[config.mk]
export PLATFORM = sky130hd
export DESIGN_NAME = daisy_chain_readback_crc15_checker_core
export DESIGN_NICKNAME = d
export VERILOG_FILES = /design/src/rtl/dcrc_pkg.sv /design/src/rtl/dcrc_csr.sv /design/src/rtl/dcrc_input_stage.sv /design/src/rtl/dcrc_group_engine.sv /design/src/rtl/dcrc_output_stage.sv /design/src/rtl/daisy_chain_readback_crc15_checker_core.sv
export SDC_FILE = /design/constraint.sdc
export NUM_CORES = 1
export LEC_CHECK = 0
export BUFFER_PORTS_ARGS = -buffer_cell sky130_fd_sc_hd__buf_2
export CORE_MARGIN = 4
export CORE_UTILIZATION = 27
export DETAILED_ROUTE_END_ITERATION = 8
export GPL_ROUTABILITY_DRIVEN = 1
export HOLD_SLACK_MARGIN = 0.12
export PLACE_DENSITY = 0.46
export SYNTH_ARGS = -nofsm -noshare
export SYNTH_HDL_FRONTEND = slang
export SYNTH_SLANG_ARGS = --single-unit
[constraint.sdc]
create_clock -name clock -period 6.2 [get_ports clock]
set_clock_uncertainty 0.1 [all_clocks]
set_input_delay 1.86 -clock clock [delete_from_list [all_inputs] [get_ports clock]]
set_output_delay 1.86 -clock clock [all_outputs]
set_load 0.005 [all_outputs]
[src/rtl/dcrc_pkg.sv]
// Shared types, register codes and the byte-wide CRC-15 step for the
// daisy-chain readback checker. No dependencies.
`default_nettype none
package dcrc_pkg;

   localparam int MAX_DEVICES = 16;
   localparam int DEV_LIMIT   = (MAX_DEVICES < 16) ? MAX_DEVICES : 16;
   localparam logic [4:0] DEV_CAP = 5'(DEV_LIMIT);

   localparam logic [15:0] CRC_SEED    = 16'd16;
   localparam logic [2:0]  POS_CHECK_HI = 3'd6;
   localparam logic [2:0]  POS_CHECK_LO = 3'd7;

   localparam int CSR_INDEX_W = 4;
   localparam int CSR_DATA_W  = 16;
   localparam logic [CSR_INDEX_W-1:0] CSR_DEVICE_COUNT   = 4'd0;
   localparam logic [CSR_INDEX_W-1:0] CSR_CRC_POLYNOMIAL = 4'd1;

   localparam logic [4:0]  DEVICE_COUNT_RESET   = 5'd1;
   localparam logic [14:0] CRC_POLYNOMIAL_RESET = 15'h4599;

   typedef struct packed {
      logic [4:0]  device_count;
      logic [14:0] crc_polynomial;
   } cfg_type;

   typedef struct packed {
      logic [7:0] rx_byte;
      logic       frame_start;
      logic [2:0] register_group;
   } req_item_type;

   typedef struct packed {
      logic [3:0]  device_index;
      logic [3:0]  first_cell_index;
      logic [15:0] code_a;
      logic [15:0] code_b;
      logic [15:0] code_c;
      logic        check_ok;
      logic        frame_error;
      logic        last_device;
   } rsp_item_type;

   // Advance the remainder by one byte; the table entry is built bit by bit.
   function automatic logic [15:0] crc_step(input logic [15:0] rem,
                                            input logic [7:0]  data,
                                            input logic [14:0] poly);
      logic [7:0]  addr;
      logic [15:0] r;
      addr = rem[14:7] ^ data;
      r    = {1'b0, addr, 7'b0};
      for (int k = 0; k < 8; k++) begin
         if (r[14]) begin
            r = {r[14:0], 1'b0} ^ {1'b0, poly};
         end else begin
            r = {r[14:0], 1'b0};
         end
      end
      return {rem[7:0], 8'h00} ^ r;
   endfunction

   // Groups per frame: zero counts as one, large values are capped.
   function automatic logic [4:0] effective_count(input logic [4:0] count);
      logic [4:0] n;
      n = (count == 5'd0) ? 5'd1 : count;
      if (n > DEV_CAP) begin
         n = DEV_CAP;
      end
      return n;
   endfunction

endpackage
`default_nettype wire

[src/rtl/dcrc_csr.sv]
// Configuration registers: device count and CRC polynomial.
// Depends on dcrc_pkg.
`default_nettype none
module dcrc_csr (
   input  wire logic                             clock,
   input  wire logic                             reset,
   input  wire logic                             csr_valid,
   output logic                                  csr_ready,
   input  wire logic [dcrc_pkg::CSR_INDEX_W-1:0] csr_index,
   input  wire logic [dcrc_pkg::CSR_DATA_W-1:0]  csr_wdata,
   output dcrc_pkg::cfg_type                     cfg
);
   import dcrc_pkg::*;

   cfg_type cfg_ff;
   cfg_type cfg_in;

   assign csr_ready = 1'b1;
   assign cfg       = cfg_ff;

   always_comb begin
      cfg_in = cfg_ff;
      if (csr_valid && csr_ready) begin
         unique case (csr_index)
            CSR_DEVICE_COUNT:   cfg_in.device_count   = csr_wdata[4:0];
            CSR_CRC_POLYNOMIAL: cfg_in.crc_polynomial = csr_wdata[14:0];
            default: ;
         endcase
      end
   end

   always_ff @(posedge clock) begin
      if (reset) begin
         cfg_ff.device_count   <= DEVICE_COUNT_RESET;
         cfg_ff.crc_polynomial <= CRC_POLYNOMIAL_RESET;
      end else begin
         cfg_ff <= cfg_in;
      end
   end

endmodule
`default_nettype wire

[src/rtl/dcrc_input_stage.sv]
// Input register for received bytes; stalls the sender while a byte waits.
// Depends on dcrc_pkg.
`default_nettype none
module dcrc_input_stage (
   input  wire logic                   clock,
   input  wire logic                   reset,
   input  wire logic                   req_valid,
   output logic                        req_stall,
   input  wire dcrc_pkg::req_item_type req_item,
   input  wire logic                   advance,
   output logic                        item_valid,
   output dcrc_pkg::req_item_type      item
);
   import dcrc_pkg::*;

   logic         valid_ff, valid_in;
   req_item_type item_ff, item_in;
   logic         load;

   assign req_stall  = valid_ff && !advance;
   assign load       = req_valid && !req_stall;
   assign item_valid = valid_ff;
   assign item       = item_ff;

   always_comb begin
      valid_in = valid_ff;
      item_in  = item_ff;
      if (load) begin
         valid_in = 1'b1;
         item_in  = req_item;
      end else if (advance) begin
         valid_in = 1'b0;
      end
   end

   always_ff @(posedge clock) begin
      if (reset) begin
         valid_ff <= 1'b0;
      end else begin
         valid_ff <= valid_in;
      end
   end

   always_ff @(posedge clock) begin
      item_ff <= item_in;
   end

endmodule
`default_nettype wire

[src/rtl/dcrc_group_engine.sv]
// Per-byte group state: CRC remainder, byte and device counters, data bytes,
// sticky error, and the result of each completed group. Depends on dcrc_pkg.
`default_nettype none
module dcrc_group_engine (
   input  wire logic                   clock,
   input  wire logic                   reset,
   input  wire dcrc_pkg::cfg_type      cfg,
   input  wire logic                   item_valid,
   input  wire dcrc_pkg::req_item_type item,
   input  wire logic                   out_ready,
   output logic                        advance,
   output logic                        result_load,
   output dcrc_pkg::rsp_item_type      result
);
   import dcrc_pkg::*;

   logic [15:0] crc_ff, crc_in;
   logic [2:0]  pos_ff, pos_in;
   logic [3:0]  dev_ff, dev_in;
   logic        sticky_ff, sticky_in;
   logic [2:0]  group_ff, group_in;
   logic [7:0]  data_ff [6];
   logic [7:0]  check_hi_ff;

   logic [15:0] crc_base;
   logic [2:0]  pos_cur;
   logic [3:0]  dev_cur;
   logic        sticky_cur;
   logic        group_end;
   logic [15:0] expected;
   logic        ok;
   logic [4:0]  n_dev;
   logic        last;

   // A frame start restarts the group before this byte is taken.
   assign crc_base   = item.frame_start ? CRC_SEED : crc_ff;
   assign pos_cur    = item.frame_start ? 3'd0 : pos_ff;
   assign dev_cur    = item.frame_start ? 4'd0 : dev_ff;
   assign sticky_cur = item.frame_start ? 1'b0 : sticky_ff;
   assign group_in   = item.frame_start ? item.register_group : group_ff;

   assign group_end   = (pos_cur == POS_CHECK_LO);
   assign advance     = item_valid && (!group_end || out_ready);
   assign result_load = advance && group_end;

   assign expected = {crc_ff[14:0], 1'b0};
   assign ok       = (expected == {check_hi_ff, item.rx_byte});
   assign n_dev    = effective_count(cfg.device_count);
   assign last     = ({1'b0, dev_cur} >= (n_dev - 5'd1));

   always_comb begin
      crc_in    = crc_base;
      pos_in    = pos_cur + 3'd1;
      dev_in    = dev_cur;
      sticky_in = sticky_cur;
      if (pos_cur < POS_CHECK_HI) begin
         crc_in = crc_step(crc_base, item.rx_byte, cfg.crc_polynomial);
      end else if (group_end) begin
         crc_in    = CRC_SEED;
         pos_in    = 3'd0;
         sticky_in = sticky_cur | !ok;
         dev_in    = last ? 4'd0 : dev_cur + 4'd1;
      end
   end

   always_comb begin
      result.device_index     = dev_cur;
      result.first_cell_index = {1'b0, group_ff} + {group_ff, 1'b0};
      result.code_a           = {data_ff[1], data_ff[0]};
      result.code_b           = {data_ff[3], data_ff[2]};
      result.code_c           = {data_ff[5], data_ff[4]};
      result.check_ok         = ok;
      result.frame_error      = sticky_cur | !ok;
      result.last_device      = last;
   end

   always_ff @(posedge clock) begin
      if (reset) begin
         crc_ff    <= CRC_SEED;
         pos_ff    <= 3'd0;
         dev_ff    <= 4'd0;
         sticky_ff <= 1'b0;
         group_ff  <= 3'd0;
      end else if (advance) begin
         crc_ff    <= crc_in;
         pos_ff    <= pos_in;
         dev_ff    <= dev_in;
         sticky_ff <= sticky_in;
         group_ff  <= group_in;
      end
   end

   always_ff @(posedge clock) begin
      if (advance) begin
         if (pos_cur < POS_CHECK_HI) begin
            data_ff[pos_cur] <= item.rx_byte;
         end
         if (pos_cur == POS_CHECK_HI) begin
            check_hi_ff <= item.rx_byte;
         end
      end
   end

endmodule
`default_nettype wire

[src/rtl/dcrc_output_stage.sv]
// Result register; holds a group result until the receiver takes it.
// Depends on dcrc_pkg.
`default_nettype none
module dcrc_output_stage (
   input  wire logic                   clock,
   input  wire logic                   reset,
   input  wire logic                   result_load,
   input  wire dcrc_pkg::rsp_item_type result,
   output logic                        out_ready,
   output logic                        rsp_valid,
   input  wire logic                   rsp_stall,
   output dcrc_pkg::rsp_item_type      rsp_item
);
   import dcrc_pkg::*;

   logic         valid_ff, valid_in;
   rsp_item_type item_ff;

   assign out_ready = !valid_ff || !rsp_stall;
   assign rsp_valid = valid_ff;
   assign rsp_item  = item_ff;

   always_comb begin
      if (result_load) begin
         valid_in = 1'b1;
      end else if (rsp_stall) begin
         valid_in = valid_ff;
      end else begin
         valid_in = 1'b0;
      end
   end

   always_ff @(posedge clock) begin
      if (reset) begin
         valid_ff <= 1'b0;
      end else begin
         valid_ff <= valid_in;
      end
   end

   always_ff @(posedge clock) begin
      if (result_load) begin
         item_ff <= result;
      end
   end

endmodule
`default_nettype wire

[src/rtl/daisy_chain_readback_crc15_checker_core.sv]
// Daisy-chain readback checker: takes one received byte per transfer and, on
// the eighth byte of each device group, returns the device index, first cell
// index, three 16-bit codes, the CRC-15 check result, the sticky frame error
// and a last-device mark. It accepts one byte every cycle except while a
// stalled result holds back the byte that would complete the next group;
// that byte and all bytes behind it wait, earlier bytes keep flowing. A
// result passes the input register, then the byte-wide CRC step and group
// logic in the engine, then the result register. Write configuration only
// while no bytes are in flight.
// Depends on dcrc_pkg, dcrc_csr, dcrc_input_stage, dcrc_group_engine and
// dcrc_output_stage.
`default_nettype none
module daisy_chain_readback_crc15_checker_core (
   input  wire logic                             clock,
   input  wire logic                             reset,
   input  wire logic                             req_valid,
   output logic                                  req_stall,
   input  wire logic [7:0]                       req_rx_byte,
   input  wire logic                             req_frame_start,
   input  wire logic [2:0]                       req_register_group,
   output logic                                  rsp_valid,
   input  wire logic                             rsp_stall,
   output logic [3:0]                            rsp_device_index,
   output logic [3:0]                            rsp_first_cell_index,
   output logic [15:0]                           rsp_code_a,
   output logic [15:0]                           rsp_code_b,
   output logic [15:0]                           rsp_code_c,
   output logic                                  rsp_check_ok,
   output logic                                  rsp_frame_error,
   output logic                                  rsp_last_device,
   input  wire logic                             csr_valid,
   output logic                                  csr_ready,
   input  wire logic [dcrc_pkg::CSR_INDEX_W-1:0] csr_index,
   input  wire logic [dcrc_pkg::CSR_DATA_W-1:0]  csr_wdata
);
   import dcrc_pkg::*;

   cfg_type      cfg;
   req_item_type req_item;
   req_item_type item;
   rsp_item_type result;
   rsp_item_type rsp_item;
   logic         item_valid;
   logic         advance;
   logic         result_load;
   logic         out_ready;

   assign req_item.rx_byte        = req_rx_byte;
   assign req_item.frame_start    = req_frame_start;
   assign req_item.register_group = req_register_group;

   assign rsp_device_index     = rsp_item.device_index;
   assign rsp_first_cell_index = rsp_item.first_cell_index;
   assign rsp_code_a           = rsp_item.code_a;
   assign rsp_code_b           = rsp_item.code_b;
   assign rsp_code_c           = rsp_item.code_c;
   assign rsp_check_ok         = rsp_item.check_ok;
   assign rsp_frame_error      = rsp_item.frame_error;
   assign rsp_last_device      = rsp_item.last_device;

   dcrc_csr u_csr (
      .clock     (clock),
      .reset     (reset),
      .csr_valid (csr_valid),
      .csr_ready (csr_ready),
      .csr_index (csr_index),
      .csr_wdata (csr_wdata),
      .cfg       (cfg)
   );

   dcrc_input_stage u_input (
      .clock      (clock),
      .reset      (reset),
      .req_valid  (req_valid),
      .req_stall  (req_stall),
      .req_item   (req_item),
      .advance    (advance),
      .item_valid (item_valid),
      .item       (item)
   );

   dcrc_group_engine u_engine (
      .clock       (clock),
      .reset       (reset),
      .cfg         (cfg),
      .item_valid  (item_valid),
      .item        (item),
      .out_ready   (out_ready),
      .advance     (advance),
      .result_load (result_load),
      .result      (result)
   );

   dcrc_output_stage u_output (
      .clock       (clock),
      .reset       (reset),
      .result_load (result_load),
      .result      (result),
      .out_ready   (out_ready),
      .rsp_valid   (rsp_valid),
      .rsp_stall   (rsp_stall),
      .rsp_item    (rsp_item)
   );

endmodule
`default_nettype wire

== Word level (Yosys, flattened, before mapping) ==
Memory sizes are Yosys's and may differ from the RTL's. A register that Yosys moved wholly into a read port is not among the register bits.
Cells that the tools add are included.
Word-level totals
  RAM bits: 48
  memories: 1
  bits in registers: 79
  output and inout port bits: 62
  bits of input ports: 37
  logic and storage cells: 99
Cells by class
  order comparisons: 3
  eq/ne operators: 5
  bitwise logic cells: 11
  add/subtract/negate cells: 4
  muxes and demuxes: 38
  reduce and logical (&&, ||, !) cells: 19
Memories
  u_engine.data_ff: words 6, bits a word 8, read ports 6, clocked after Yosys merged registers in 6, wr ports 1, line dcrc_group_engine.sv:22  | logic [7:0] data_ff [6];
Operator list (count)
  15-bit 2-to-1 mux: 19
  15-bit XOR: 9
  16-bit == test: 1
  4-bit 2-to-1 mux: 4
  1-bit 2-to-1 mux: 10
  5-bit 2-to-1 mux: 2
  3-bit 2-to-1 mux: 3
  2-bit AND reduction: 4
  8-bit XOR: 1
  3-bit == test, second input constant: 2
  1-bit logical NOT: 6
  4-bit by 5-bit >= comparator with 1-bit output: 1
  5-bit > comparator, second input constant: 1
  5-bit logical NOT: 1
  5-bit by 1-bit subtractor with 5-bit output, second input constant: 1
  3-bit by 4-bit adder with 4-bit output: 1
  4-bit by 1-bit adder with 4-bit output, second input constant: 1
  4-bit by 1-bit == test with 1-bit output, second input constant: 1
  1-bit logical AND: 4
  4-bit logical NOT: 1
  3-bit by 1-bit adder with 3-bit output, second input constant: 1
  3-bit < comparator, second input constant: 1
  1-bit logical OR: 2
  2-bit by 1-bit inequality test with 1-bit output, second input constant: 1
  other kinds (2): 2

== Logic depth before layout (Yosys ltp) ==
  depth in word-level cells: 28
  depth in mapped cells: 18

== Cells and area by module ==
Synthesis repeated with hierarchy kept, for this count alone.
Unflattened totals
  cell total of the unflattened synthesis: 830
  area, all modules: 9141.3 um^2
By module, submodules not included
  dcrc_group_engine: cells an instance 661, times used 1, seq. area each 2202.1 um^2, area an instance 6043.3 um^2
  dcrc_output_stage: cells an instance 63, times used 1, seq. area each 1791.7 um^2, area an instance 1804.2 um^2
  dcrc_csr: cells an instance 90, times used 1, seq. area each 400.4 um^2, area an instance 883.3 um^2
  dcrc_input_stage: cells an instance 16, times used 1, seq. area each 380.4 um^2, area an instance 410.4 um^2

== Worst setup path after synthesis ==
OpenSTA, ideal clock, no wires.
  path kind: input-to-reg
  start point: input rsp_stall
  end point: register, netlist name rsp_code_a[0]
  path buffers: 1
  library setup time: 0.478 ns
  stages: 4
  arrival: 4.763 ns
  setup slack: 0.859 ns
  data required time: 5.622 ns
  path through: nand3_1 > nand2_1 > clkbuf_1 > nor2_1
On the way
  word-level cells in the longest chain between the ends: 5
Ends and longest elaborated chain
  from (decl): line daisy_chain_readback_crc15_checker_core.sv:22  | input wire logic rsp_stall,
  1-bit logical NOT: line dcrc_output_stage.sv:19  | assign out_ready = !valid_ff || !rsp_stall;
  1-bit logical OR: line dcrc_output_stage.sv:19
  1-bit logical OR: line dcrc_group_engine.sv:43  | assign advance = item_valid && (!group_end || out_ready);
  1-bit logical AND: line dcrc_group_engine.sv:43
  1-bit logical AND: line dcrc_group_engine.sv:44  | assign result_load = advance && group_end;
  via result_load: line daisy_chain_readback_crc15_checker_core.sv:45  | logic result_load;
The timed path passes the listed nets, and every way through them passes these cells.
A chain may end at the register's enable or synchronous reset.

== Final worst setup path ==
  start point: register u_input.item_ff, in the netlist u_input.item[11]
  end point: register u_engine.crc_ff[4]
On the way
  word-level cells in the longest chain between the ends: 25
Ends and longest elaborated chain
  from (decl): line dcrc_input_stage.sv:17  | req_item_type item_ff, item_in;
  from (signal assigned): line dcrc_input_stage.sv:45  | item_ff <= item_in;
  8-bit XOR *: line dcrc_pkg.sv:50  | addr = rem[14:7] ^ data;
  15-bit 2-to-1 mux *: line dcrc_pkg.sv:53  | if (r[14]) begin
  15-bit 2-to-1 mux *: line dcrc_group_engine.sv:56  | if (pos_cur < POS_CHECK_HI) begin
  15-bit XOR: line dcrc_pkg.sv:54  | r = {r[14:0], 1'b0} ^ {1'b0, poly};
  15-bit 2-to-1 mux *: line dcrc_pkg.sv:53
  15-bit 2-to-1 mux *: line dcrc_group_engine.sv:56
  15-bit XOR: line dcrc_pkg.sv:54
  15-bit 2-to-1 mux *: line dcrc_pkg.sv:53
  (+9 left out)
  15-bit XOR / 15-bit 2-to-1 mux (equally long branches): line dcrc_pkg.sv:54, dcrc_group_engine.sv:56
  15-bit 2-to-1 mux *: line dcrc_pkg.sv:53
  15-bit 2-to-1 mux *: line dcrc_group_engine.sv:56
  15-bit XOR / 15-bit 2-to-1 mux (equally long branches): line dcrc_pkg.sv:54, dcrc_group_engine.sv:56
  15-bit 2-to-1 mux *: line dcrc_pkg.sv:53
  15-bit 2-to-1 mux *: line dcrc_group_engine.sv:56
  15-bit XOR *: line dcrc_pkg.sv:59  | return {rem[7:0], 8'h00} ^ r;
  15-bit 2-to-1 mux *: line dcrc_group_engine.sv:56
  to (signal assigned): line dcrc_group_engine.sv:85  | crc_ff <= crc_in;
  to (decl): line dcrc_group_engine.sv:17  | logic [15:0] crc_ff, crc_in;
Every way passes the cells marked *; elsewhere a longest branch is shown, timed or not. The select of a mux whose other input is x is not followed.

==> flow_metrics.py <==
metrics = {
    "clock_network": {
        "insertion_delay_ns": 0.44,
        "clock-sinks": 175,
        "root_buffer": "clkbuf_16",
        "clkTransAtPathRegs_ns": 0.07,
        "cts_tree": "done",
        "cts_hold_buf": 0,
        "postCtsSetupRepairBufs": 0,
        "cts.htree.levels": 4,
        "clk_path_buf_depth": 2,
        "cts_made_buffers": 17,
    },
    "global_routing": {
        "grtUsageMet1": 0.200,
        "grt-busiest-layer": "met2",
        "grt_pass1_vias": 7353,
        "grt_usage": 0.145,
        "grt_max_degree": 61,
        "antenna_found_initial": 1,
        "grt_overflow_total": 0,
        "met3_usage": 0.0361,
        "grt_pass1_wl_um": 43200,
        "met2_usage": 0.232,
    },
    "placed_design": {
        "place_congestion": 0.828,
        "dp_hpwl_um": 19900,
        "numPortBuffers": 96,
    },
    "timing": {
        "tns_ns": 0,
        "slew_headroom": 0.215,
        "rsz0062_at_grt": "no",
        "tightest_slew_ns": 1.17,
        "whs_ns": 0.318,
        "drv_slew": 0,
        "timing.fmax_ghz": 0.176,
        "setup_viol": 0,
        "hold_viol": 0,
        "min_period_ns": 5.67,
        "fin_crit_sh": 0.914,
    },
    "worst_setup_path": {
        "r2r-start": "u_input.item[11]$_DFFE_PP_",
        "critPathArrivalTime_ns": 5.87,
        "criticalPathCategory": "reg2reg",
        "timing.rr.end": "u_engine.crc_ff[4]$_SDFFE_PP1P_",
        "ff2ff_setup_slack_ns": 0.53,
        "rr_worst_depth": 13,
        "path_max_fanout": 18,
        "critPathCapture": "u_engine.crc_ff[4]$_SDFFE_PP1P_",
        "worst_path_largest_cell_delay_ns": 0.93,
        "endpoint_kind": "flip-flop",
        "cp.required_ns": 6.40,
        "crit_start": "u_input.item[11]$_DFFE_PP_",
        "slowest_stage": "nor4_1",
        "crit_path_start_kind": "flip-flop",
        "crit_chain": "nor2b_1 > o211ai_1 > a21boi_2 > nor4_2 > nor4_1 > o21ai_0 > mux2_2 > a31o_2 > a2111oi_2 > or4_1 > o2111ai_1 > a21oi_1 > o22ai_1",
    },
    "flow_run": {
        "drv_cap": 0,
    },
    "final_layout": {
        "drive_gt1_frac": 0.200,
        "area_delta_synth_final_pct": 19.2,
        "nNetsFinal": 1041,
        "fill_cells": 3566,
    },
    "power_and_ir_drop": {
        "pwr-share-seq": 0.306,
        "pwr-share-clk": 0.253,
        "internal_power_w": 0.00281,
        "swShare": 0.387,
        "switchingPower_w": 0.00177,
        "pwr-share-comb": 0.441,
        "vdd_ir_drop_max_uv": 206,
        "powerDensity_mw_per_mm2": 408,
        "p_leak_nw": 3.96,
    },
    "floorplan": {
        "dieHeight_um": 195,
        "core-area_mm2": 0.0345,
        "initial_core_util": 0.273,
        "io_pins": 99,
        "core.rowCount": 68,
        "die_x_um": 195,
        "die-area_mm2": 0.0379,
    },
    "synth": {
        "synth-edff-count": 127,
        "ys_seq_area_frac": 0.507,
        "syn_area_mm2": 0.00942,
        "yosys_most_used_dff": "edfxtp_1",
        "syn_inst": 898,
        "ys_ff_latch": 175,
        "syn_nets": 946,
        "synthArstFlopShare": 0,
        "syn_avg_cell_area_um2": 10.5,
        "synth_cell_types": 77,
        "yosysWarningCount": 0,
    },
    "min_path": {
        "min_path_type": "reg2reg",
        "hp-start": "u_engine.data_ff[5][5]$_DFFE_PP_",
    },
    "routing": {
        "first_pass_iters": 5,
        "viasPerCell": 5.16,
        "wl_per_cell_um": 18.9,
        "ant_nets": 0,
        "drt_wl_total_um": 27600,
        "drc_errors": 0,
        "first_iter_violations": 547,
        "dr_total_vias": 7537,
    },
    "outcome": {
        "status": "finished, final reports clean",
    },
}
-- per-stage QoR --
step	cells	setup slack, ns	instance area (um2)	power (W)	utilization
after detailed placement	1429	0.622	10600	0.00341	0.306
after global placement	1429	0.487	10600	0.00341	0.306
after global routing	1461	0.0960	11200	0.00485	0.326
after CTS	1461	0.599	11200	0.00460	0.325
final	1462	0.531	11200	0.00458	0.326
after floorplan	898	0.859	9420	0.00287	-
-- cell families after synthesis --
kind of cell,count (synthesis),synth area share
simple gates,308,0.166
compound gates,224,0.176
flops,175,0.507
xor+xnor,84,0.0854
buf+inv,81,0.0348
mux,14,0.0154
fa+ha+maj,11,0.0154
other cells,1,0.000398
-- cell usage in the layout (no fill, tap or decap), drive strengths merged, types with 9 or more instances in the layout --
cell type / n
o2111ai: 9
clkbuf: 17
nor2b: 12
mux2i: 10
a2111oi: 9
nand2: 112
a21oi: 54
nand4: 24
o211ai: 18
ha: 10
nor2: 36
edfxtp: 127
nor4: 11
nand3: 33
o21ai: 32
buf: 136
a211oi: 9
xor2: 22
a31oi: 12
nor3: 21
dfxtp: 48
inv: 27
and3: 11
xnor2: 57
o311ai: 10
a311o: 9
-- cells in the mapped netlist (all sizes together), types with 18 or more instances --
cell	number	area share
nand3	33	0.018
inv	21	0.0084
edfxtp	127	0.40
xnor2	57	0.053
nor3	21	0.012
clkbuf	39	0.016
nand2	112	0.045
a21oi	54	0.029
buf	21	0.011
nor2	36	0.014
dfxtp	48	0.10
o21ai	32	0.017
nand4	24	0.016
o211ai	18	0.014
xor2	22	0.020
-- state kept, by name, summed over array words and instances (netlist names) --
| signal | cells |
|---|---|
| u_engine.group_ff | 3 |
| u_csr.cfg | 20 |
| u_input.item_valid | 1 |
| rsp_code_b | 16 |
| u_output.rsp_valid | 1 |
| u_input.item | 12 |
| u_engine.data_ff | 48 |
| u_engine.dev_ff | 4 |
| u_engine.crc_ff | 15 |
| u_engine.pos_ff | 3 |
| u_engine.sticky_ff | 1 |
| u_engine.check_hi_ff | 8 |
| u_output.rsp_item | 11 |
| rsp_code_c | 16 |
| rsp_code_a | 16 |
-- what timing repair did --
| item | in CTS | in global routing |
|---|---|---|
| resized for setup | 0 | 2 |
| setup endpoints to repair | 0 | 3 |
| endpoints found under the hold margin | 0 | 0 |
-- layer usage --
| layer | wire length (um) | share of wire | vias up |
|---|---|---|---|
| met5 | 13 | 0.00047 | - |
| met4 | 414 | 0.015 | 2 |
| met3 | 1340 | 0.049 | 25 |
| met2 | 12700 | 0.46 | 180 |
| met1 | 13100 | 0.47 | 3730 |
| li1 | - | - | 3600 |
-- worst max-delay path, delay by kind of cell, from the launching register on --
family | cells | cell delay (ns)
AO/OA/AOI/OAI | 8 | 2.56
flip-flops | 1 | 0.75
multiplexers | 1 | 0.33
AND/OR/NAND/NOR | 4 | 1.77
-- power by group through the flow --
stage	logic, W	clock network (W)	registers, W
2_1_floorplan	0.00150	0	0.00137
3_3_place_gp	0.00198	0	0.00143
3_5_place_dp	0.00199	0	0.00143
4_1_cts	0.00200	0.00119	0.00140
5_1_grt	0.00220	0.00124	0.00141
6_report	0.00202	0.00116	0.00140
-- worst min-delay path by stage --
stage,end,slack [ns],cells past startpoint
2_1_floorplan,rsp_code_a[0]$_DFFE_PP_,0.30,0
3_3_place_gp,rsp_code_b[3]$_DFFE_PP_,0.30,0
3_5_place_dp,rsp_code_a[12]$_DFFE_PP_,0.30,0
4_1_cts,rsp_code_b[4]$_DFFE_PP_,0.32,0
5_1_grt,rsp_code_b[3]$_DFFE_PP_,0.33,0
6_report,rsp_code_c[13]$_DFFE_PP_,0.32,0
-- cell type report --
class                           instances  area, um2  area share
Sequential cell                       175       4770       0.425
Multi-Input combinational cell        642       4360       0.388
Timing Repair Buffer                  136        781      0.0695
Tap cell                              455        569      0.0507
Clock buffer                           17        425      0.0379
Clock inverter                         15        234      0.0208
Inverter                               21       78.8     0.00702
Antenna cell                            1       2.50    0.000223
(Power assumes the default switching activity.)
